### config.mk
export PLATFORM = sky130hd
export DESIGN_NAME = angle_unwrap_velocity_tracker_top_flat
export DESIGN_NICKNAME = d
export VERILOG_FILES = /design/src/rtl/avt_pkg.sv /design/src/rtl/avt_if.sv /design/src/rtl/avt_div.sv /design/src/rtl/avt_dpath.sv /design/src/rtl/avt_ctrl.sv /design/src/rtl/angle_unwrap_velocity_tracker_top.sv /design/src/flat_wrapper.sv
export SDC_FILE = /design/constraint.sdc
export NUM_CORES = 1
export LEC_CHECK = 0
export BUFFER_PORTS_ARGS = -buffer_cell sky130_fd_sc_hd__buf_2
export CAP_MARGIN = 20
export CORE_ASPECT_RATIO = 0.5
export CORE_UTILIZATION = 45
export CTS_BUF_LIST = sky130_fd_sc_hd__clkbuf_16
export CTS_CLUSTER_DIAMETER = 40
export CTS_CLUSTER_SIZE = 8
export DETAILED_ROUTE_END_ITERATION = 10
export HOLD_SLACK_MARGIN = 0.06
export SLEW_MARGIN = 20
export SYNTH_ARGS = -nofsm -noshare
export SYNTH_HDL_FRONTEND = slang
export SYNTH_SLANG_ARGS = --single-unit
### constraint.sdc
create_clock -name clk -period 15.2 [get_ports clk]
set_input_delay 4.56 -clock clk [delete_from_list [all_inputs] [get_ports clk]]
set_output_delay 4.56 -clock clk [all_outputs]
set_load 0.02 [all_outputs]
### src/rtl/avt_pkg.sv
`default_nettype none

package avt_pkg;

	// Defaults for the top-level parameters
	localparam int TURN_BITS_DEF = 16;
	localparam int CPT_LOG2_DEF  = 12;
	localparam int ANG_W_DEF     = TURN_BITS_DEF + CPT_LOG2_DEF;

	// Fixed field widths
	localparam int CMD_W      = 2;
	localparam int RAW_W      = 12;
	localparam int STATUS_W   = 8;
	localparam int INTERVAL_W = 20;
	localparam int ALPHA_W    = 16;
	localparam int ALPHA_FRAC = 15;
	localparam int VEL_W      = 32;

	// Microseconds per second and the width that holds it
	localparam int US_PER_S = 1000000;
	localparam int US_W     = 20;

	localparam int MAGNET_BIT = 5;

	localparam logic [ALPHA_W-1:0] ALPHA_ONE = ALPHA_W'(32768);

	typedef enum logic [CMD_W-1:0] {
		CMD_UPDATE = 2'd0,
		CMD_ZERO   = 2'd1,
		CMD_INIT   = 2'd2
	} cmd_t;

	typedef enum logic [3:0] {
		S_IDLE,
		S_EVAL,
		S_UNWRAP,
		S_PROD,
		S_DIV,
		S_VINST,
		S_MLOAD,
		S_MUL,
		S_FILT,
		S_DONE
	} state_t;

	// Controller to datapath
	typedef struct packed {
		logic load_item;
		logic apply_update;
		logic apply_zero;
		logic apply_init;
		logic unwrap;
		logic prod;
		logic div_step;
		logic vinst;
		logic mload;
		logic mul_step;
		logic filt;
		logic out_load;
		logic out_updated;
	} ctrl_cmd_t;

	// Datapath to controller
	typedef struct packed {
		logic [CMD_W-1:0] cmd;
		logic             angle_ok;
		logic             interval_zero;
	} dp_status_t;

endpackage

`default_nettype wire

### src/rtl/avt_if.sv
`default_nettype none

interface avt_in_if import avt_pkg::*; ();
	logic                  valid;
	logic                  ready;
	logic [CMD_W-1:0]      cmd;
	logic [RAW_W-1:0]      raw_angle;
	logic                  angle_read_ok;
	logic [STATUS_W-1:0]   status_byte;
	logic                  status_read_ok;
	logic [INTERVAL_W-1:0] interval_us;

	modport source (output valid, cmd, raw_angle, angle_read_ok, status_byte,
		status_read_ok, interval_us, input ready);
	modport sink (input valid, cmd, raw_angle, angle_read_ok, status_byte,
		status_read_ok, interval_us, output ready);
endinterface

interface avt_out_if import avt_pkg::*; #(parameter int ANG_W = ANG_W_DEF) ();
	logic                    valid;
	logic                    ready;
	logic signed [ANG_W-1:0] angle_counts;
	logic signed [VEL_W-1:0] velocity;
	logic                    magnet_ok;
	logic                    updated;

	modport source (output valid, angle_counts, velocity, magnet_ok, updated,
		input ready);
	modport sink (input valid, angle_counts, velocity, magnet_ok, updated,
		output ready);
endinterface

interface avt_cfg_if import avt_pkg::*; ();
	logic               valid;
	logic               ready;
	logic [ALPHA_W-1:0] data;

	modport source (output valid, data, input ready);
	modport sink (input valid, data, output ready);
endinterface

`default_nettype wire

### src/rtl/avt_div.sv
`default_nettype none

// Restoring divider, one quotient bit per step
module avt_div import avt_pkg::*; #(
	parameter int NUM_W = CPT_LOG2_DEF + US_W
) (
	input  wire logic                  clk,
	input  wire logic                  load,
	input  wire logic                  step,
	input  wire logic [NUM_W-1:0]      dividend,
	input  wire logic [INTERVAL_W-1:0] divisor,
	output logic      [NUM_W-1:0]      quotient
);

	logic [INTERVAL_W-1:0] rem_q;
	logic [NUM_W-1:0]      quo_q;
	logic [INTERVAL_W:0]   shifted;
	logic                  fits;
	logic [INTERVAL_W-1:0] rem_d;

	assign shifted = {rem_q, quo_q[NUM_W-1]};
	assign fits    = shifted >= {1'b0, divisor};

	always_comb begin
		if (fits) begin
			rem_d = INTERVAL_W'(shifted - {1'b0, divisor});
		end else begin
			rem_d = shifted[INTERVAL_W-1:0];
		end
	end

	always_ff @(posedge clk) begin
		if (load) begin
			rem_q <= '0;
			quo_q <= dividend;
		end else if (step) begin
			rem_q <= rem_d;
			quo_q <= {quo_q[NUM_W-2:0], fits};
		end
	end

	assign quotient = quo_q;

endmodule

`default_nettype wire

### src/rtl/avt_dpath.sv
`default_nettype none

module avt_dpath import avt_pkg::*; #(
	parameter int TURN_BITS = TURN_BITS_DEF,
	parameter int CPT_LOG2  = CPT_LOG2_DEF
) (
	input  wire logic                              clk,
	input  wire logic                              arst_n,
	input  wire ctrl_cmd_t                         cmd,
	output dp_status_t                             status,
	input  wire logic                              cfg_write,
	input  wire logic [ALPHA_W-1:0]                cfg_data,
	input  wire logic [CMD_W-1:0]                  item_cmd,
	input  wire logic [RAW_W-1:0]                  raw_angle,
	input  wire logic                              angle_read_ok,
	input  wire logic [STATUS_W-1:0]               status_byte,
	input  wire logic                              status_read_ok,
	input  wire logic [INTERVAL_W-1:0]             interval_us,
	output logic signed [TURN_BITS+CPT_LOG2-1:0]   angle_counts,
	output logic signed [VEL_W-1:0]                velocity,
	output logic                                   magnet_ok,
	output logic                                   updated
);

	localparam int RD_W  = CPT_LOG2;
	localparam int ANG_W = TURN_BITS + CPT_LOG2;
	localparam int D_W   = RD_W + 1;
	localparam int NUM_W = RD_W + US_W;
	localparam int VI_W  = NUM_W + 1;
	localparam int VD_W  = ((VI_W > VEL_W) ? VI_W : VEL_W) + 1;
	localparam int P_W   = VD_W + ALPHA_W;
	localparam int FL_W  = P_W - ALPHA_FRAC;
	localparam int VN_W  = FL_W + 1;

	localparam logic [RD_W-1:0]            HALF_U     = RD_W'(2 ** (RD_W - 1));
	localparam logic signed [D_W-1:0]      HALF_D     = D_W'(2 ** (RD_W - 1));
	localparam logic signed [D_W-1:0]      NEG_HALF_D = -HALF_D;
	localparam logic signed [TURN_BITS-1:0] TURN_MAX_C = {1'b0, {(TURN_BITS-1){1'b1}}};
	localparam logic signed [TURN_BITS-1:0] TURN_MIN_C = {1'b1, {(TURN_BITS-1){1'b0}}};
	localparam logic signed [VEL_W-1:0]    VEL_MAX_C  = {1'b0, {(VEL_W-1){1'b1}}};
	localparam logic signed [VEL_W-1:0]    VEL_MIN_C  = {1'b1, {(VEL_W-1){1'b0}}};
	localparam logic signed [VN_W-1:0]     VN_MAX     = VN_W'(VEL_MAX_C);
	localparam logic signed [VN_W-1:0]     VN_MIN     = VN_W'(VEL_MIN_C);

	// Latched request
	logic [CMD_W-1:0]      cmd_q;
	logic [RD_W-1:0]       raw_q;
	logic                  angle_ok_q;
	logic                  mag_in_q;
	logic                  status_ok_q;
	logic [INTERVAL_W-1:0] interval_q;

	// Architectural state
	logic [ALPHA_W-1:0]          alpha_q;
	logic [RD_W-1:0]             zero_q;
	logic [RD_W-1:0]             prev_rd_q;
	logic signed [TURN_BITS-1:0] turn_q;
	logic signed [ANG_W-1:0]     prev_unw_q;
	logic signed [VEL_W-1:0]     vel_q;
	logic signed [ANG_W-1:0]     angle_q;
	logic                        magnet_q;

	// Work registers
	logic signed [D_W-1:0]  d_q;
	logic                   neg_q;
	logic signed [VI_W-1:0] vinst_q;
	logic signed [P_W-1:0]  mcand_q;
	logic [ALPHA_W-1:0]     mult_q;
	logic signed [P_W-1:0]  acc_q;

	// Result register
	logic signed [ANG_W-1:0] out_angle_q;
	logic signed [VEL_W-1:0] out_vel_q;
	logic                    out_mag_q;
	logic                    out_upd_q;

	logic signed [D_W-1:0]       rd_diff;
	logic signed [TURN_BITS-1:0] turn_d;
	logic signed [ANG_W-1:0]     unw;
	logic signed [ANG_W:0]       du;
	logic [RD_W-1:0]             du_m;
	logic signed [D_W-1:0]       d_wrap;
	logic [D_W-1:0]              d_abs;
	logic [NUM_W-1:0]            prod;
	logic [NUM_W-1:0]            quo;
	logic signed [VD_W-1:0]      fdiff;
	logic [ALPHA_W-1:0]          alpha_eff;
	logic signed [FL_W-1:0]      fl;
	logic signed [VN_W-1:0]      vn;
	logic signed [VEL_W-1:0]     vel_sat;

	assign status.cmd           = cmd_q;
	assign status.angle_ok      = angle_ok_q;
	assign status.interval_zero = (interval_q == '0);

	// Turn step from the raw jump
	assign rd_diff = $signed({1'b0, raw_q}) - $signed({1'b0, prev_rd_q});

	always_comb begin
		turn_d = turn_q;
		if (rd_diff > HALF_D && turn_q != TURN_MIN_C) begin
			turn_d = turn_q - TURN_BITS'(1);
		end else if (rd_diff < NEG_HALF_D && turn_q != TURN_MAX_C) begin
			turn_d = turn_q + TURN_BITS'(1);
		end
	end

	// Unwrapped angle never leaves range, so it is a plain concatenation
	assign unw  = $signed({turn_q, raw_q});
	assign du   = $signed({unw[ANG_W-1], unw}) - $signed({prev_unw_q[ANG_W-1], prev_unw_q});
	assign du_m = du[RD_W-1:0];

	always_comb begin
		if (du_m == HALF_U) begin
			d_wrap = du[ANG_W] ? NEG_HALF_D : HALF_D;
		end else if (du_m > HALF_U) begin
			d_wrap = $signed({1'b1, du_m});
		end else begin
			d_wrap = $signed({1'b0, du_m});
		end
	end

	assign d_abs = d_q[D_W-1] ? D_W'(-d_q) : D_W'(d_q);
	assign prod  = NUM_W'(d_abs[RD_W-1:0]) * NUM_W'(US_PER_S);

	avt_div #(
		.NUM_W (NUM_W)
	) u_div (
		.clk      (clk),
		.load     (cmd.prod),
		.step     (cmd.div_step),
		.dividend (prod),
		.divisor  (interval_q),
		.quotient (quo)
	);

	assign alpha_eff = (alpha_q > ALPHA_ONE) ? ALPHA_ONE : alpha_q;
	assign fdiff     = VD_W'(vinst_q) - VD_W'(vel_q);

	// Arithmetic shift of the product gives the floor
	assign fl = $signed(acc_q[P_W-1:ALPHA_FRAC]);
	assign vn = VN_W'(vel_q) + VN_W'(fl);

	always_comb begin
		if (vn > VN_MAX) begin
			vel_sat = VEL_MAX_C;
		end else if (vn < VN_MIN) begin
			vel_sat = VEL_MIN_C;
		end else begin
			vel_sat = vn[VEL_W-1:0];
		end
	end

	always_ff @(posedge clk or negedge arst_n) begin
		if (!arst_n) begin
			alpha_q    <= ALPHA_ONE;
			zero_q     <= '0;
			prev_rd_q  <= '0;
			turn_q     <= '0;
			prev_unw_q <= '0;
			vel_q      <= '0;
			angle_q    <= '0;
			magnet_q   <= 1'b0;
		end else begin
			if (cfg_write) begin
				alpha_q <= cfg_data;
			end
			if (cmd.apply_update) begin
				turn_q    <= turn_d;
				prev_rd_q <= raw_q;
				if (status_ok_q) begin
					magnet_q <= mag_in_q;
				end
			end
			if (cmd.apply_zero) begin
				zero_q     <= raw_q;
				prev_rd_q  <= raw_q;
				turn_q     <= '0;
				angle_q    <= '0;
				vel_q      <= '0;
				prev_unw_q <= ANG_W'(raw_q);
			end
			if (cmd.apply_init) begin
				zero_q     <= '0;
				prev_rd_q  <= angle_ok_q ? raw_q : '0;
				turn_q     <= '0;
				prev_unw_q <= angle_ok_q ? ANG_W'(raw_q) : '0;
				vel_q      <= '0;
				angle_q    <= '0;
				magnet_q   <= status_ok_q & mag_in_q;
			end
			if (cmd.unwrap) begin
				prev_unw_q <= unw;
				angle_q    <= $signed({turn_q, RD_W'(raw_q - zero_q)});
			end
			if (cmd.filt) begin
				vel_q <= vel_sat;
			end
		end
	end

	always_ff @(posedge clk) begin
		if (cmd.load_item) begin
			cmd_q       <= item_cmd;
			raw_q       <= RD_W'(raw_angle);
			angle_ok_q  <= angle_read_ok;
			mag_in_q    <= status_byte[MAGNET_BIT];
			status_ok_q <= status_read_ok;
			interval_q  <= interval_us;
		end
		if (cmd.unwrap) begin
			d_q <= d_wrap;
		end
		if (cmd.prod) begin
			neg_q <= d_q[D_W-1];
		end
		if (cmd.vinst) begin
			vinst_q <= neg_q ? -$signed({1'b0, quo}) : $signed({1'b0, quo});
		end
		if (cmd.mload) begin
			mcand_q <= P_W'(fdiff);
			mult_q  <= alpha_eff;
			acc_q   <= '0;
		end else if (cmd.mul_step) begin
			if (mult_q[0]) begin
				acc_q <= acc_q + mcand_q;
			end
			mcand_q <= mcand_q <<< 1;
			mult_q  <= mult_q >> 1;
		end
		if (cmd.out_load) begin
			out_angle_q <= angle_q;
			out_vel_q   <= vel_q;
			out_mag_q   <= magnet_q;
			out_upd_q   <= cmd.out_updated;
		end
	end

	assign angle_counts = out_angle_q;
	assign velocity     = out_vel_q;
	assign magnet_ok    = out_mag_q;
	assign updated      = out_upd_q;

endmodule

`default_nettype wire

### src/rtl/avt_ctrl.sv
`default_nettype none

module avt_ctrl import avt_pkg::*; #(
	parameter int CPT_LOG2 = CPT_LOG2_DEF
) (
	input  wire logic       clk,
	input  wire logic       arst_n,
	input  wire logic       in_valid,
	output logic            in_ready,
	output logic            out_valid,
	input  wire logic       out_ready,
	input  wire dp_status_t status,
	output ctrl_cmd_t       cmd
);

	localparam int NUM_W    = CPT_LOG2 + US_W;
	localparam int ITER_MAX = (NUM_W > ALPHA_W) ? NUM_W : ALPHA_W;
	localparam int CNT_W    = $clog2(ITER_MAX);

	state_t           state_q, state_d;
	logic [CNT_W-1:0] cnt_q, cnt_d;
	logic             upd_q, upd_d;
	logic             out_valid_q;

	always_ff @(posedge clk or negedge arst_n) begin
		if (!arst_n) begin
			state_q     <= S_IDLE;
			cnt_q       <= '0;
			upd_q       <= 1'b0;
			out_valid_q <= 1'b0;
		end else begin
			state_q <= state_d;
			cnt_q   <= cnt_d;
			upd_q   <= upd_d;
			if (cmd.out_load) begin
				out_valid_q <= 1'b1;
			end else if (out_ready) begin
				out_valid_q <= 1'b0;
			end
		end
	end

	always_comb begin
		state_d  = state_q;
		cnt_d    = cnt_q;
		upd_d    = upd_q;
		cmd      = '0;
		in_ready = 1'b0;
		unique case (state_q)
			S_IDLE: begin
				in_ready = 1'b1;
				if (in_valid) begin
					cmd.load_item = 1'b1;
					state_d       = S_EVAL;
				end
			end
			S_EVAL: begin
				state_d = S_DONE;
				upd_d   = 1'b0;
				unique case (status.cmd)
					CMD_UPDATE: begin
						if (status.angle_ok && !status.interval_zero) begin
							cmd.apply_update = 1'b1;
							upd_d            = 1'b1;
							state_d          = S_UNWRAP;
						end
					end
					CMD_ZERO: begin
						if (status.angle_ok) begin
							cmd.apply_zero = 1'b1;
							upd_d          = 1'b1;
						end
					end
					CMD_INIT: begin
						cmd.apply_init = 1'b1;
						upd_d          = 1'b1;
					end
					default: upd_d = 1'b0;
				endcase
			end
			S_UNWRAP: begin
				cmd.unwrap = 1'b1;
				state_d    = S_PROD;
			end
			S_PROD: begin
				cmd.prod = 1'b1;
				cnt_d    = CNT_W'(NUM_W - 1);
				state_d  = S_DIV;
			end
			S_DIV: begin
				cmd.div_step = 1'b1;
				cnt_d        = cnt_q - CNT_W'(1);
				if (cnt_q == '0) begin
					state_d = S_VINST;
				end
			end
			S_VINST: begin
				cmd.vinst = 1'b1;
				state_d   = S_MLOAD;
			end
			S_MLOAD: begin
				cmd.mload = 1'b1;
				cnt_d     = CNT_W'(ALPHA_W - 1);
				state_d   = S_MUL;
			end
			S_MUL: begin
				cmd.mul_step = 1'b1;
				cnt_d        = cnt_q - CNT_W'(1);
				if (cnt_q == '0) begin
					state_d = S_FILT;
				end
			end
			S_FILT: begin
				cmd.filt = 1'b1;
				state_d  = S_DONE;
			end
			S_DONE: begin
				cmd.out_updated = upd_q;
				// hold until the result slot is free
				if (!out_valid_q || out_ready) begin
					cmd.out_load = 1'b1;
					state_d      = S_IDLE;
				end
			end
			default: state_d = S_IDLE;
		endcase
	end

	assign out_valid = out_valid_q;

	a_accept_evals: assert property (@(posedge clk) disable iff (!arst_n)
		(in_valid && in_ready) |=> state_q == S_EVAL)
		else $error("accepted request did not move to evaluation");

	a_div_length: assert property (@(posedge clk) disable iff (!arst_n)
		(state_q == S_PROD) |=> (state_q == S_DIV && cnt_q == CNT_W'(NUM_W - 1)))
		else $error("divider did not start with a full iteration count");

	a_result_held: assert property (@(posedge clk) disable iff (!arst_n)
		(state_q == S_DONE && out_valid_q && !out_ready) |=> state_q == S_DONE)
		else $error("result dropped while the slot was occupied");

	a_result_source: assert property (@(posedge clk) disable iff (!arst_n)
		$rose(out_valid_q) |-> $past(state_q) == S_DONE)
		else $error("result raised outside the completion state");

endmodule

`default_nettype wire

### src/rtl/angle_unwrap_velocity_tracker_top.sv
`default_nettype none

// Channel   Role     Payload
// cfg       sink     data: filter weight, Q1.15, above 1.0 acts as 1.0
// sample    sink     cmd, raw_angle, angle_read_ok, status_byte, status_read_ok,
//                    interval_us
// result    source   angle_counts, velocity, magnet_ok, updated
//
// An update request runs the serial divider, one quotient bit at a time
// (CPT_LOG2 + 20 bits), then the filter multiplier, one weight bit at a time
// (16), before the next request is accepted. Set zero, initialize and
// skipped requests skip both and go straight to completion.
// Reset clears the controller, the tracking state and loads the weight as 1.0.
// A finished result sits in the output register; the next request is accepted
// while it waits, and only the completion of that next request stalls on it.
module angle_unwrap_velocity_tracker_top import avt_pkg::*; #(
	parameter int TURN_BITS = TURN_BITS_DEF,
	parameter int CPT_LOG2  = CPT_LOG2_DEF
) (
	input  wire logic clk,
	input  wire logic arst_n,
	avt_cfg_if.sink   cfg,
	avt_in_if.sink    sample,
	avt_out_if.source result
);

	ctrl_cmd_t  cmd;
	dp_status_t status;

	// Register writes never stall
	assign cfg.ready = 1'b1;

	// Sequence each request: decode, then for updates unwrap, divide and filter, then complete
	avt_ctrl #(
		.CPT_LOG2 (CPT_LOG2)
	) u_ctrl (
		.clk       (clk),
		.arst_n    (arst_n),
		.in_valid  (sample.valid),
		.in_ready  (sample.ready),
		.out_valid (result.valid),
		.out_ready (result.ready),
		.status    (status),
		.cmd       (cmd)
	);

	// Hold the tracking state, the arithmetic and the result register
	avt_dpath #(
		.TURN_BITS (TURN_BITS),
		.CPT_LOG2  (CPT_LOG2)
	) u_dpath (
		.clk            (clk),
		.arst_n         (arst_n),
		.cmd            (cmd),
		.status         (status),
		.cfg_write      (cfg.valid),
		.cfg_data       (cfg.data),
		.item_cmd       (sample.cmd),
		.raw_angle      (sample.raw_angle),
		.angle_read_ok  (sample.angle_read_ok),
		.status_byte    (sample.status_byte),
		.status_read_ok (sample.status_read_ok),
		.interval_us    (sample.interval_us),
		.angle_counts   (result.angle_counts),
		.velocity       (result.velocity),
		.magnet_ok      (result.magnet_ok),
		.updated        (result.updated)
	);

endmodule

`default_nettype wire

### src/flat_wrapper.sv
// flat-port wrapper written by rule: the top's interface ports become plain ports
module angle_unwrap_velocity_tracker_top_flat import avt_pkg::*;
#(
	parameter int TURN_BITS = TURN_BITS_DEF,
	parameter int CPT_LOG2  = CPT_LOG2_DEF
)
  (clk, arst_n, cfg_valid, cfg_data, cfg_ready, sample_valid, sample_cmd, sample_raw_angle, sample_angle_read_ok, sample_status_byte, sample_status_read_ok, sample_interval_us, sample_ready, result_valid, result_angle_counts, result_velocity, result_magnet_ok, result_updated, result_ready);
  avt_cfg_if cfg_i ();
  avt_in_if sample_i ();
  avt_out_if #(.ANG_W((ANG_W_DEF))) result_i ();
  input  wire logic clk;
  input  wire logic arst_n;
  input wire logic [$bits(cfg_i.valid)-1:0] cfg_valid;
  input wire logic [$bits(cfg_i.data)-1:0] cfg_data;
  output wire logic [$bits(cfg_i.ready)-1:0] cfg_ready;
  input wire logic [$bits(sample_i.valid)-1:0] sample_valid;
  input wire logic [$bits(sample_i.cmd)-1:0] sample_cmd;
  input wire logic [$bits(sample_i.raw_angle)-1:0] sample_raw_angle;
  input wire logic [$bits(sample_i.angle_read_ok)-1:0] sample_angle_read_ok;
  input wire logic [$bits(sample_i.status_byte)-1:0] sample_status_byte;
  input wire logic [$bits(sample_i.status_read_ok)-1:0] sample_status_read_ok;
  input wire logic [$bits(sample_i.interval_us)-1:0] sample_interval_us;
  output wire logic [$bits(sample_i.ready)-1:0] sample_ready;
  output wire logic [$bits(result_i.valid)-1:0] result_valid;
  output wire logic [$bits(result_i.angle_counts)-1:0] result_angle_counts;
  output wire logic [$bits(result_i.velocity)-1:0] result_velocity;
  output wire logic [$bits(result_i.magnet_ok)-1:0] result_magnet_ok;
  output wire logic [$bits(result_i.updated)-1:0] result_updated;
  input wire logic [$bits(result_i.ready)-1:0] result_ready;
  assign cfg_i.valid = cfg_valid;
  assign cfg_i.data = cfg_data;
  assign cfg_ready = cfg_i.ready;
  assign sample_i.valid = sample_valid;
  assign sample_i.cmd = sample_cmd;
  assign sample_i.raw_angle = sample_raw_angle;
  assign sample_i.angle_read_ok = sample_angle_read_ok;
  assign sample_i.status_byte = sample_status_byte;
  assign sample_i.status_read_ok = sample_status_read_ok;
  assign sample_i.interval_us = sample_interval_us;
  assign sample_ready = sample_i.ready;
  assign result_valid = result_i.valid;
  assign result_angle_counts = result_i.angle_counts;
  assign result_velocity = result_i.velocity;
  assign result_magnet_ok = result_i.magnet_ok;
  assign result_updated = result_i.updated;
  assign result_i.ready = result_ready;
  angle_unwrap_velocity_tracker_top #(.TURN_BITS(TURN_BITS), .CPT_LOG2(CPT_LOG2)) u_core (.clk(clk), .arst_n(arst_n), .cfg(cfg_i), .sample(sample_i), .result(result_i));
endmodule
After elaboration in Yosys (flattened, before gate mapping)
Index checks and enable logic that the tools add are counted.

Add/subtract/negate cells: 12. Multiply operators: 1. Divide/modulo/power cells: 0. $lt $le $gt $ge: 7. Equal/unequal tests: 18. Shift operators: 0. Multiplexer cells: 68. Bitwise gates (word level): 1. Reductions and logical operators: 26.

Operators with widths (number): 32-bit 2-to-1 mux (8); 28-bit 2-to-1 mux (6); 16-bit 2-to-1 mux (8); 50-bit 2-to-1 mux (2); 12-bit 2-to-1 mux (8); 50-bit adder (1); 4-bit case mux with 10 select lines (1); 13-bit 2-to-1 mux (3); 32-bit by 35-bit adder with 36-bit output (1); 36-bit by 32-bit > comparator with 1-bit output (second input constant) (1); 36-bit by 32-bit < comparator with 1-bit output (second input constant) (1); 33-bit by 32-bit subtractor with 34-bit output (1); 32-bit negation with 33-bit output (1); 16-bit inequality test (second input constant) (2); 28-bit by 28-bit subtractor with 29-bit output (1); 12-bit by 14-bit multiplier with 26-bit output (second input constant) (1); 4-bit 2-to-1 mux (6); 21-bit by 20-bit greater-or-equal comparator with 1-bit output (1); 1-bit 2-to-1 mux (21); 20-bit logical NOT (1); 20-bit 2-to-1 mux (1); 20-bit subtractor (1); 16-bit by 2-bit adder with 16-bit output (second input constant) (1); 4-bit by 3-bit equality test with 1-bit output (second input constant) (4); other kinds (33) (51).

Register bits after elaboration: 470. Bits in latches: 0. Bits in writable memories: 0. Bits in read-only memories: 0. Input bits: 65. Output and inout bits: 65. Logic and storage cells: 165. Memories: 0.

Logic depth before layout (Yosys ltp)
Gate-level depths: netlist (run 1).

Depth after elaboration: 9. Gate-level depth with buffers: 24. Depth with buffers taken out: 24.

Hierarchy
From an unflattened synthesis (run 1), not the netlist that was laid out.

Cells, all modules: 3059. Area, all modules: 30063.8 sq um.

Modules (own cells, without submodules): avt_dpath (instances 1, cells an instance 2622, area each 25866.1 sq um, sequential area each 10596.4 sq um); avt_div (instances 1, cells an instance 334, area each 3385.7 sq um, sequential area each 1361.3 sq um); avt_ctrl (instances 1, cells an instance 101, area each 800.8 sq um, sequential area each 275.3 sq um); angle_unwrap_velocity_tracker_top (instances 1, cells an instance 2, area each 11.3 sq um, sequential area each 0.0 sq um).

Worst setup path after synthesis (run 1)
OpenSTA, ideal clock, no wires.

Path type: input -> register. Start point: in result_ready. End point: reg u_core.u_dpath.out_angle_q[0] (netlist: u_core.u_dpath.angle_counts[0]), enable pin. Library setup time: 0.427 ns. Arrival: 6.219 ns. Data required time: 14.773 ns. Path slack: 8.554 ns. Stages: 2. Buffers on the path: 0. Path through: nand2b_1 and3_1.

RTL lines: start: declaration (RTL line flat_wrapper.sv:29) `input wire logic [$bits(result_i.ready)-1:0] result_ready;`; end signal: assignment (RTL line avt_dpath.sv:232) `out_angle_q <= angle_q;`; end: declaration (RTL line avt_dpath.sv:72) `logic signed [ANG_W-1:0] out_angle_q;`.

Worst setup path in the final report (run 1)
Start point: reg u_core.u_ctrl.state_q[0]. End point: out sample_ready.

Longest elaborated chain between the ends: 2.

RTL lines: start: declaration (RTL line avt_ctrl.sv:20) `state_t state_q, state_d;`; start signal: assignment (RTL line avt_ctrl.sv:32) `state_q <= state_d;`; 4-bit logical NOT (RTL line avt_ctrl.sv:49) `unique case (state_q)`; 1-bit 2-to-1 mux (RTL line avt_ctrl.sv:49); end: declaration (RTL line flat_wrapper.sv:23) `output wire logic [$bits(sample_i.ready)-1:0] sample_ready;`.

Every way passes these cells.

==> results of run 1 <==
[Yosys cell counts, types with 7 or more instances]
cell | instances | area, um2
a211oi_1 | 20 | 150
a21boi_0 | 20 | 150
a21o_1 | 76 | 571
a21oi_1 | 227 | 1140
a22o_1 | 27 | 236
a22oi_1 | 31 | 233
a31oi_1 | 20 | 125
and2_1 | 14 | 87.6
and3_1 | 20 | 125
buf_1 | 10 | 37.5
clkbuf_1 | 83 | 312
dfrtp_1 | 139 | 3480
dfxtp_1 | 76 | 1520
edfxtp_1 | 238 | 7150
fa_1 | 41 | 821
ha_1 | 290 | 3630
inv_1 | 248 | 931
mux2_2 | 20 | 225
mux2i_1 | 48 | 480
nand2_1 | 375 | 1410
nand2b_1 | 35 | 219
nand3_1 | 68 | 340
nand3b_1 | 8 | 60.1
nand4_1 | 21 | 131
nor2_1 | 154 | 578
nor2b_1 | 37 | 231
nor3_1 | 42 | 210
nor3b_1 | 7 | 52.6
nor4_1 | 16 | 100
o211ai_1 | 19 | 143
o21a_1 | 19 | 143
o21ai_0 | 215 | 1080
o21bai_1 | 15 | 113
o31ai_1 | 47 | 353
or2_2 | 15 | 93.8
or3_1 | 13 | 81.3
or4_1 | 10 | 75.1
xnor2_1 | 133 | 1160
xor2_1 | 64 | 561
[cell families (layout without fill, tap and decap cells)]
family / count (synthesis) / count (layout) / synth area share [%]
simple gates: 855 / 855 / 13.5
other cells: 1 / 1 / 0.0127
mux: 68 / 68 / 2.39
xor+xnor: 197 / 197 / 5.85
flops: 454 / 454 / 41.3
compound gates: 815 / 815 / 17.4
buf+inv: 345 / 530 / 4.40
fa+ha+maj: 332 / 332 / 15.1
[layout by cell type, fill, tap and decap left out, drive strengths merged, types with 15 or more instances in the layout]
master  instances
fa             41
and2           15
a22oi          31
inv           290
o31ai          47
clkinv         17
dfxtp          76
mux2           20
a22o           28
nor2b          37
nor2          154
o21ai         218
clkbuf         76
nand2b         35
a21oi         227
mux2i          48
nand3          69
nand4          21
xor2           64
nand2         375
dfrtp         139
o211ai         19
a21o           76
and3           20
a31oi          20
a21boi         20
buf           143
a211oi         20
nor4           17
o21a           19
nor3           42
ha            290
or2            15
xnor2         133
edfxtp        238
o21bai         15
[state kept, by name, indices dropped and copies added, names as in the netlist, 13 cells and up]
signal / flops
u_core.u_dpath.acc_q: 50
u_core.u_dpath.mcand_q: 50
u_core.u_dpath.vinst_q: 33
u_core.u_dpath.u_div.quotient: 32
u_core.u_dpath.vel_q: 32
u_core.u_dpath.velocity: 32
u_core.u_dpath.angle_counts: 28
u_core.u_dpath.prev_unw_q: 28
u_core.u_dpath.interval_q: 20
u_core.u_dpath.u_div.rem_q: 20
u_core.u_dpath.alpha_q: 16
u_core.u_dpath.mult_q: 16
u_core.u_dpath.turn_q: 16
u_core.u_dpath.d_q: 13
[through the flow]
stage / hold slack (ns) / instance area (um2) / worst slack [ns]
6_report: 0.448 / 33300 / 8.67
5_1_grt: 0.462 / 33300 / 8.24
4_1_cts: 0.449 / 33300 / 8.60
3_5_place_dp: 0.437 / 31100 / 8.67
3_3_place_gp: 0.434 / 31100 / 8.78
2_1_floorplan: 0.425 / 29500 / 8.55
[worst max path at each step]
stage	end	slack, ns	depth (start not counted)
after CTS	sample_ready	8.60	2
after detailed placement	u_core.u_dpath.u_div.quotient[30]	8.67	22
after global placement	u_core.u_dpath.u_div.quotient[29]	8.78	23
after floorplan	u_core.u_dpath.angle_counts[0]	8.55	2
final	sample_ready	8.67	2
after global routing	u_core.u_dpath.u_div.quotient[30]	8.24	22
[layout make-up]
class,instances,area [um2],area share [%]
Sequential cell,454,12200,36.5
Clock buffer,76,1900,5.70
Tap cell,871,1090,3.27
Inverter,251,942,2.83
Clock inverter,60,348,1.04
Multi-Input combinational cell,2268,16100,48.3
Timing Repair Buffer,143,777,2.33
[worst register-to-register path, cell delays in order (launching register included)]
cell and delay [ns]:
edfxtp_1 0.54, inv_1 0.23, nand3_1 0.11, o21ai_1 0.40
nand2_1 0.12, xnor2_1 0.45, inv_1 0.26, ha_1 0.35
inv_1 0.06, fa_1 0.52, fa_1 0.55, inv_1 0.04
ha_1 0.28, ha_1 0.35, a21oi_1 0.15, o21ai_0 0.17
a211oi_1 0.36, o21ai_0 0.19, a21boi_0 0.30, o31ai_1 0.13
o41ai_1 0.36, xor2_1 0.19, o21ai_0 0.08
[layer usage]
layer | up-vias | GRT usage [%] | wire length (um)
li1 | 11300 | - | -
met1 | 10800 | 29.7 | 34700
met2 | 326 | 34.3 | 31400
met3 | 91 | 4.28 | 2910
met4 | 0 | 5.97 | 1390
met5 | - | 0 | 0
==> flow_results.xml, run 1 <==
<?xml version="1.0" encoding="UTF-8"?>
<metrics>
  <group name="cells_and_area">
    <metric name="post_layout_nonfiller_instances" unit="">4123</metric>
    <metric name="final_core_utilization" unit="%">52.2</metric>
    <metric name="n_antenna_cell" unit="">0</metric>
    <metric name="syn_to_final_growth" unit="%">13.0</metric>
    <metric name="fillers" unit="">5868</metric>
    <metric name="drive_above_1_share" unit="%">9.23</metric>
    <metric name="num-nets-final" unit="">3587</metric>
  </group>
  <group name="worst_setup_path">
    <metric name="rr_endpoint" unit="">u_core.u_dpath.u_div.quotient[30]</metric>
    <metric name="setup.worst_path.end_class" unit="">output port</metric>
    <metric name="path_buf_inv" unit="">1</metric>
    <metric name="timing.critical_path.cells" unit="">nor4_1 -&gt; buf_2</metric>
    <metric name="reg2reg_depth" unit="">22</metric>
    <metric name="setup.worst_path.class" unit="">reg2out</metric>
    <metric name="critPathArrivalTime" unit="ns">1.97</metric>
    <metric name="setup.worst_path.start" unit="">u_core.u_ctrl.state_q[0]</metric>
    <metric name="max_fo_critical_path" unit="">15</metric>
    <metric name="timing.critical_path.from_type" unit="">flip-flop</metric>
    <metric name="timing.critical_path.slowest_cell_delay" unit="ns">0.56</metric>
    <metric name="worstPathRequired" unit="ns">10.64</metric>
    <metric name="cpLargestDelayFamily" unit="">flip-flops</metric>
    <metric name="worst-r2r-setup-slack" unit="ns">8.74</metric>
    <metric name="cpMaxStageDelayCell" unit="">dfrtp_1</metric>
    <metric name="critical_path.reg2reg.startpoint" unit="">u_core.u_dpath.d_q[0]</metric>
  </group>
  <group name="hold_path">
    <metric name="min-delay-start" unit="">u_core.u_dpath.angle_q[9]</metric>
    <metric name="hold_path_class" unit="">reg2reg</metric>
    <metric name="hold-path-cell-count" unit="">0</metric>
    <metric name="whs_endpoint" unit="">u_core.u_dpath.angle_counts[9]</metric>
  </group>
  <group name="drt">
    <metric name="drt-wirelength-per-cell" unit="um">17.1</metric>
    <metric name="total_length_of_routed_wires" unit="mm">70.5</metric>
    <metric name="ant_nets" unit="">0</metric>
    <metric name="via_count" unit="">22500</metric>
    <metric name="drt_first_pass_iters" unit="">6</metric>
    <metric name="detail_route.drc_violations" unit="">0</metric>
    <metric name="vias_per_cell" unit="">5.46</metric>
    <metric name="detail_route.iter0.violations" unit="">1306</metric>
  </group>
  <group name="die">
    <metric name="core_region_area" unit="um2">63900</metric>
    <metric name="floorplan.rows" unit="">65</metric>
    <metric name="initial_core_utilization" unit="%">46.1</metric>
    <metric name="floorplan.die_area" unit="um2">66600</metric>
    <metric name="die_x" unit="um">364</metric>
    <metric name="boundaryPins" unit="">130</metric>
    <metric name="die_height" unit="um">183</metric>
  </group>
  <group name="cts">
    <metric name="h-tree-depth" unit="">3</metric>
    <metric name="cts_made_buffers" unit="">73</metric>
    <metric name="cts_buffer_depth" unit="">3</metric>
    <metric name="tritoncts_num_sinks" unit="">454</metric>
    <metric name="cts_post_setup_buffers_inserted" unit="">0</metric>
    <metric name="ctsRootBufferMaster" unit="">clkbuf_16</metric>
    <metric name="worst_skew_pair.late_latency" unit="ns">0.64</metric>
    <metric name="clk_pin_slew" unit="ns">0.05</metric>
    <metric name="cts_tree" unit="">done</metric>
    <metric name="ctsResizeCount" unit="">0</metric>
    <metric name="postCtsHoldBufs" unit="">0</metric>
  </group>
  <group name="placed_design">
    <metric name="routabilityCongestion" unit="">0.957</metric>
    <metric name="dp_hpwl" unit="mm">51.5</metric>
    <metric name="dp.cells" unit="">3987</metric>
    <metric name="numPortBuffers" unit="">121</metric>
  </group>
  <group name="sta">
    <metric name="hold_violations" unit="">0</metric>
    <metric name="rsz0062_at_grt" unit="">no</metric>
    <metric name="max_freq" unit="MHz">153</metric>
    <metric name="layout_min_cycle_time" unit="ns">6.53</metric>
    <metric name="fin_crit_sh" unit="%">43.0</metric>
    <metric name="final-max-slew-violation-count" unit="">0</metric>
    <metric name="timing.final.setup_violations" unit="">0</metric>
    <metric name="finClkSkew" unit="ns">0.0168</metric>
    <metric name="setup_total_negative_slack" unit="ns">0</metric>
    <metric name="max_slew_margin" unit="%">29.7</metric>
    <metric name="worstMarginPinSlew" unit="ns">1.06</metric>
  </group>
  <group name="synth">
    <metric name="synth.cell_area" unit="um2">29500</metric>
    <metric name="synth_fp_nets" unit="">3463</metric>
    <metric name="synth_seq_cells" unit="">454</metric>
    <metric name="synth_ff_type" unit="">edfxtp_1</metric>
    <metric name="synth.yosys.seq_area_share" unit="%">41.3</metric>
    <metric name="syn_avg_cell_area" unit="um2">9.62</metric>
    <metric name="synth.yosys.warnings" unit="">0</metric>
    <metric name="synthCells" unit="">3067</metric>
    <metric name="synth.lib_cells_used.distinct" unit="">86</metric>
    <metric name="share_of_flip_flops_with_an_asynchronous_set_or_reset" unit="%">30.8</metric>
    <metric name="number_of_enable_flip_flop_cells_after_synthesis" unit="">238</metric>
  </group>
  <group name="global_routing">
    <metric name="overflow" unit="">0</metric>
    <metric name="number_of_global_route_vias_before_repair" unit="">22100</metric>
    <metric name="initial_antenna_violation_count" unit="">1</metric>
    <metric name="largest_net_degree_at_the_start_of_global_routing" unit="">80</metric>
    <metric name="grt_pass1_wl" unit="mm">115</metric>
    <metric name="grtUsageTotal" unit="%">21.5</metric>
  </group>
  <group name="run">
    <metric name="max-cap-violations" unit="">0</metric>
  </group>
  <group name="outcome">
    <metric name="status" unit="">finished, final reports clean</metric>
  </group>
</metrics>
Power of run 1 is left out: the tool's default activity adds up to more than one toggle a clock period on the data nets, which glitch-free logic cannot reach.
==> run 2: changes to the inputs <==
ABC_AREA = 1   (was default)
clock period = 6.7 ns   (was 15.2 ns; I/O delays follow)
==> flow_results.xml, run 2 <==
<?xml version="1.0" encoding="UTF-8"?>
<metrics>
  <group name="outcome">
    <metric name="status" unit="">finished, final reports clean</metric>
  </group>
  <group name="cts">
    <metric name="ctsRootBufferMaster" unit="">clkbuf_16</metric>
    <metric name="cts_made_buffers" unit="">74</metric>
    <metric name="worst_skew_pair.late_latency" unit="ns">0.67</metric>
    <metric name="h-tree-depth" unit="">3</metric>
    <metric name="cts_tree" unit="">done</metric>
    <metric name="ctsResizeCount" unit="">0</metric>
    <metric name="tritoncts_num_sinks" unit="">454</metric>
    <metric name="cts_buffer_depth" unit="">3</metric>
    <metric name="cts_post_setup_buffers_inserted" unit="">0</metric>
    <metric name="clk_pin_slew" unit="ns">0.05</metric>
    <metric name="postCtsHoldBufs" unit="">0</metric>
  </group>
  <group name="cells_and_area">
    <metric name="drive_above_1_share" unit="%">7.79</metric>
    <metric name="num-nets-final" unit="">4740</metric>
    <metric name="layout.cells.most_common" unit="">nand2_1</metric>
    <metric name="post_layout_nonfiller_instances" unit="">5360</metric>
    <metric name="layout.cells.most_common_list" unit="">nand2_1, inv_1, ha_1</metric>
    <metric name="syn_to_final_growth" unit="%">12.1</metric>
    <metric name="n_antenna_cell" unit="">0</metric>
    <metric name="reg_top3" unit="">u_core.u_dpath.acc_q x50, u_core.u_dpath.mcand_q x50, u_core.u_dpath.vinst_q x33</metric>
  </group>
  <group name="global_routing">
    <metric name="grt_pass1_wl" unit="mm">150</metric>
    <metric name="initial_antenna_violation_count" unit="">1</metric>
    <metric name="overflow" unit="">0</metric>
    <metric name="number_of_global_route_vias_before_repair" unit="">26900</metric>
    <metric name="largest_net_degree_at_the_start_of_global_routing" unit="">70</metric>
    <metric name="grtUsageTotal" unit="%">26.0</metric>
  </group>
  <group name="synth">
    <metric name="syn_avg_cell_area" unit="um2">7.80</metric>
    <metric name="largest_family_of_logic_cells_by_synthesized_area" unit="">simple AND/OR/NAND/NOR gates</metric>
    <metric name="synthCells" unit="">4197</metric>
    <metric name="synth.yosys.seq_area_share" unit="%">37.2</metric>
    <metric name="synth_top_area_share" unit="%">21.8</metric>
    <metric name="synth-compound-area-share" unit="%">14.1</metric>
    <metric name="yosys.area_share.xor_xnor" unit="%">4.26</metric>
    <metric name="netlist_top_cells_count" unit="">nand2_1, inv_1, nor2_1, ha_1, o21ai_0</metric>
    <metric name="synth_fa_ha_area_share" unit="%">13.6</metric>
    <metric name="synth.yosys.warnings" unit="">0</metric>
    <metric name="synth.area.top_cells" unit="">edfxtp_1, nand2_1, ha_1</metric>
    <metric name="number_of_enable_flip_flop_cells_after_synthesis" unit="">238</metric>
    <metric name="synth.cell_area" unit="um2">32700</metric>
    <metric name="synth_seq_cells" unit="">454</metric>
    <metric name="synth_fp_nets" unit="">4593</metric>
    <metric name="synth_ff_type" unit="">edfxtp_1</metric>
    <metric name="yosys.area.top_type" unit="">edfxtp_1</metric>
    <metric name="synth.lib_cells_used.distinct" unit="">65</metric>
    <metric name="synth_simple_gate_area_share" unit="%">21.7</metric>
    <metric name="yosysMostFrequentCell" unit="">nand2_1</metric>
    <metric name="synth.mux.area_fraction" unit="%">0</metric>
    <metric name="share_of_flip_flops_with_an_asynchronous_set_or_reset" unit="%">30.8</metric>
  </group>
  <group name="worst_setup_path">
    <metric name="critPathArrivalTime" unit="ns">6.38</metric>
    <metric name="setup.worst_path.end_class" unit="">flip-flop</metric>
    <metric name="setup.worst_path.class" unit="">reg2reg</metric>
    <metric name="max_fo_critical_path" unit="">7</metric>
    <metric name="timing.critical_path.from_type" unit="">flip-flop</metric>
    <metric name="worstPathRequired" unit="ns">7.06</metric>
  </group>
  <group name="sta">
    <metric name="setup_slack" unit="ns">0.674</metric>
    <metric name="hold_violations" unit="">0</metric>
    <metric name="max_freq" unit="MHz">166</metric>
    <metric name="rsz0062_at_grt" unit="">no</metric>
    <metric name="worstMarginPinSlew" unit="ns">1.04</metric>
    <metric name="timing.final.setup_violations" unit="">0</metric>
    <metric name="fin_crit_sh" unit="%">89.9</metric>
    <metric name="worst_hold_slack" unit="ns">0.434</metric>
    <metric name="finClkSkew" unit="ns">0.0417</metric>
    <metric name="layout_min_cycle_time" unit="ns">6.03</metric>
    <metric name="final-max-slew-violation-count" unit="">0</metric>
    <metric name="max_slew_margin" unit="%">30.7</metric>
    <metric name="setup_total_negative_slack" unit="ns">0</metric>
  </group>
  <group name="die">
    <metric name="boundaryPins" unit="">130</metric>
    <metric name="floorplan.die_area" unit="um2">73900</metric>
    <metric name="die_height" unit="um">193</metric>
    <metric name="floorplan.rows" unit="">69</metric>
    <metric name="die_x" unit="um">383</metric>
    <metric name="initial_core_utilization" unit="%">45.8</metric>
    <metric name="core_region_area" unit="um2">71500</metric>
  </group>
  <group name="drt">
    <metric name="via_count" unit="">28000</metric>
    <metric name="detail_route.drc_violations" unit="">0</metric>
    <metric name="drt_first_pass_iters" unit="">6</metric>
    <metric name="detail_route.iter0.violations" unit="">1850</metric>
    <metric name="total_length_of_routed_wires" unit="mm">95.2</metric>
    <metric name="ant_nets" unit="">0</metric>
    <metric name="vias_per_cell" unit="">5.22</metric>
    <metric name="drt-wirelength-per-cell" unit="um">17.8</metric>
  </group>
  <group name="placed_design">
    <metric name="dpl_worst_slack" unit="ns">0.606</metric>
    <metric name="dp.cells" unit="">5226</metric>
    <metric name="routabilityCongestion" unit="">0.949</metric>
    <metric name="numPortBuffers" unit="">121</metric>
    <metric name="dp_hpwl" unit="mm">74.6</metric>
  </group>
  <group name="hold_path">
    <metric name="hold_path_class" unit="">reg2reg</metric>
  </group>
  <group name="run">
    <metric name="max-cap-violations" unit="">0</metric>
  </group>
</metrics>
[run 2: path summary, 6_finish.rpt]
path                                                       start                                end  slack, ns  depth (start not counted)
max in group asynchronous                                 arst_n         u_core.u_dpath.alpha_q[14]       4.16                          2
worst max-delay path                       u_core.u_dpath.d_q[0]  u_core.u_dpath.u_div.quotient[30]       0.67                         24
worst min-delay path            u_core.u_dpath.u_div.quotient[0]          u_core.u_dpath.vinst_q[0]       0.43                          0
min in group asynchronous                                 arst_n           u_core.u_dpath.turn_q[6]       1.36                          1
worst max register to register             u_core.u_dpath.d_q[0]  u_core.u_dpath.u_div.quotient[30]       0.67                         24
worst min register to register  u_core.u_dpath.u_div.quotient[0]          u_core.u_dpath.vinst_q[0]       0.43                          0
[run 2: kinds of logic (layout without fill, tap and decap cells)]
logic type,count (synthesis),count (layout)
adder cells (fa/ha/maj),331,331
other,1,1
AND/OR/NAND/NOR,1689,1689
buffers and inverters,763,968
AO/OA/AOI/OAI,800,800
XOR/XNOR,159,159
flip-flops,454,454
[run 2: layer usage]
metal	GRT usage, %	vias to the layer above	part of all wire [%]
met3	3.76	107	4.3
met5	0	-	0
met4	6.19	0	1.9
li1	-	14300	-
met1	37.0	13100	49
met2	41.6	524	44
[run 2: area by class of cell]
class,count,area [um2]
Clock buffer,78,1950
Sequential cell,454,12200
Inverter,685,2570
Fill cell,7072,34800
Tap cell,958,1200
Timing Repair Buffer,149,822
Clock inverter,56,348
Multi-Input combinational cell,2980,17600
[run 2: metrics by stage]
step / cell area (um2) / utilization, %
after floorplan: 32700 / -
after global placement: 34400 / 48.1
after detailed placement: 34400 / 48.1
after CTS: 36700 / 51.3
after global routing: 36700 / 51.3
final: 36700 / 51.3
[run 2: worst max-delay path, stage by stage (launching register included)]
cell and delay (ns):
edfxtp_1 0.53, inv_1 0.22, ha_1 0.23, nand3_1 0.08
nand2_1 0.12, o21ai_0 0.16, o21bai_1 0.20, xor2_1 0.21
inv_1 0.14, fa_1 0.57, inv_1 0.07, fa_1 0.50
fa_1 0.54, inv_1 0.04, ha_1 0.29, ha_1 0.30
ha_1 0.37, nand2_1 0.14, nor3_1 0.16, inv_1 0.08
nor3_1 0.23, inv_1 0.07, o211ai_1 0.24, xor2_1 0.18
o22ai_1 0.08
Power of run 2 is left out for the same reason.
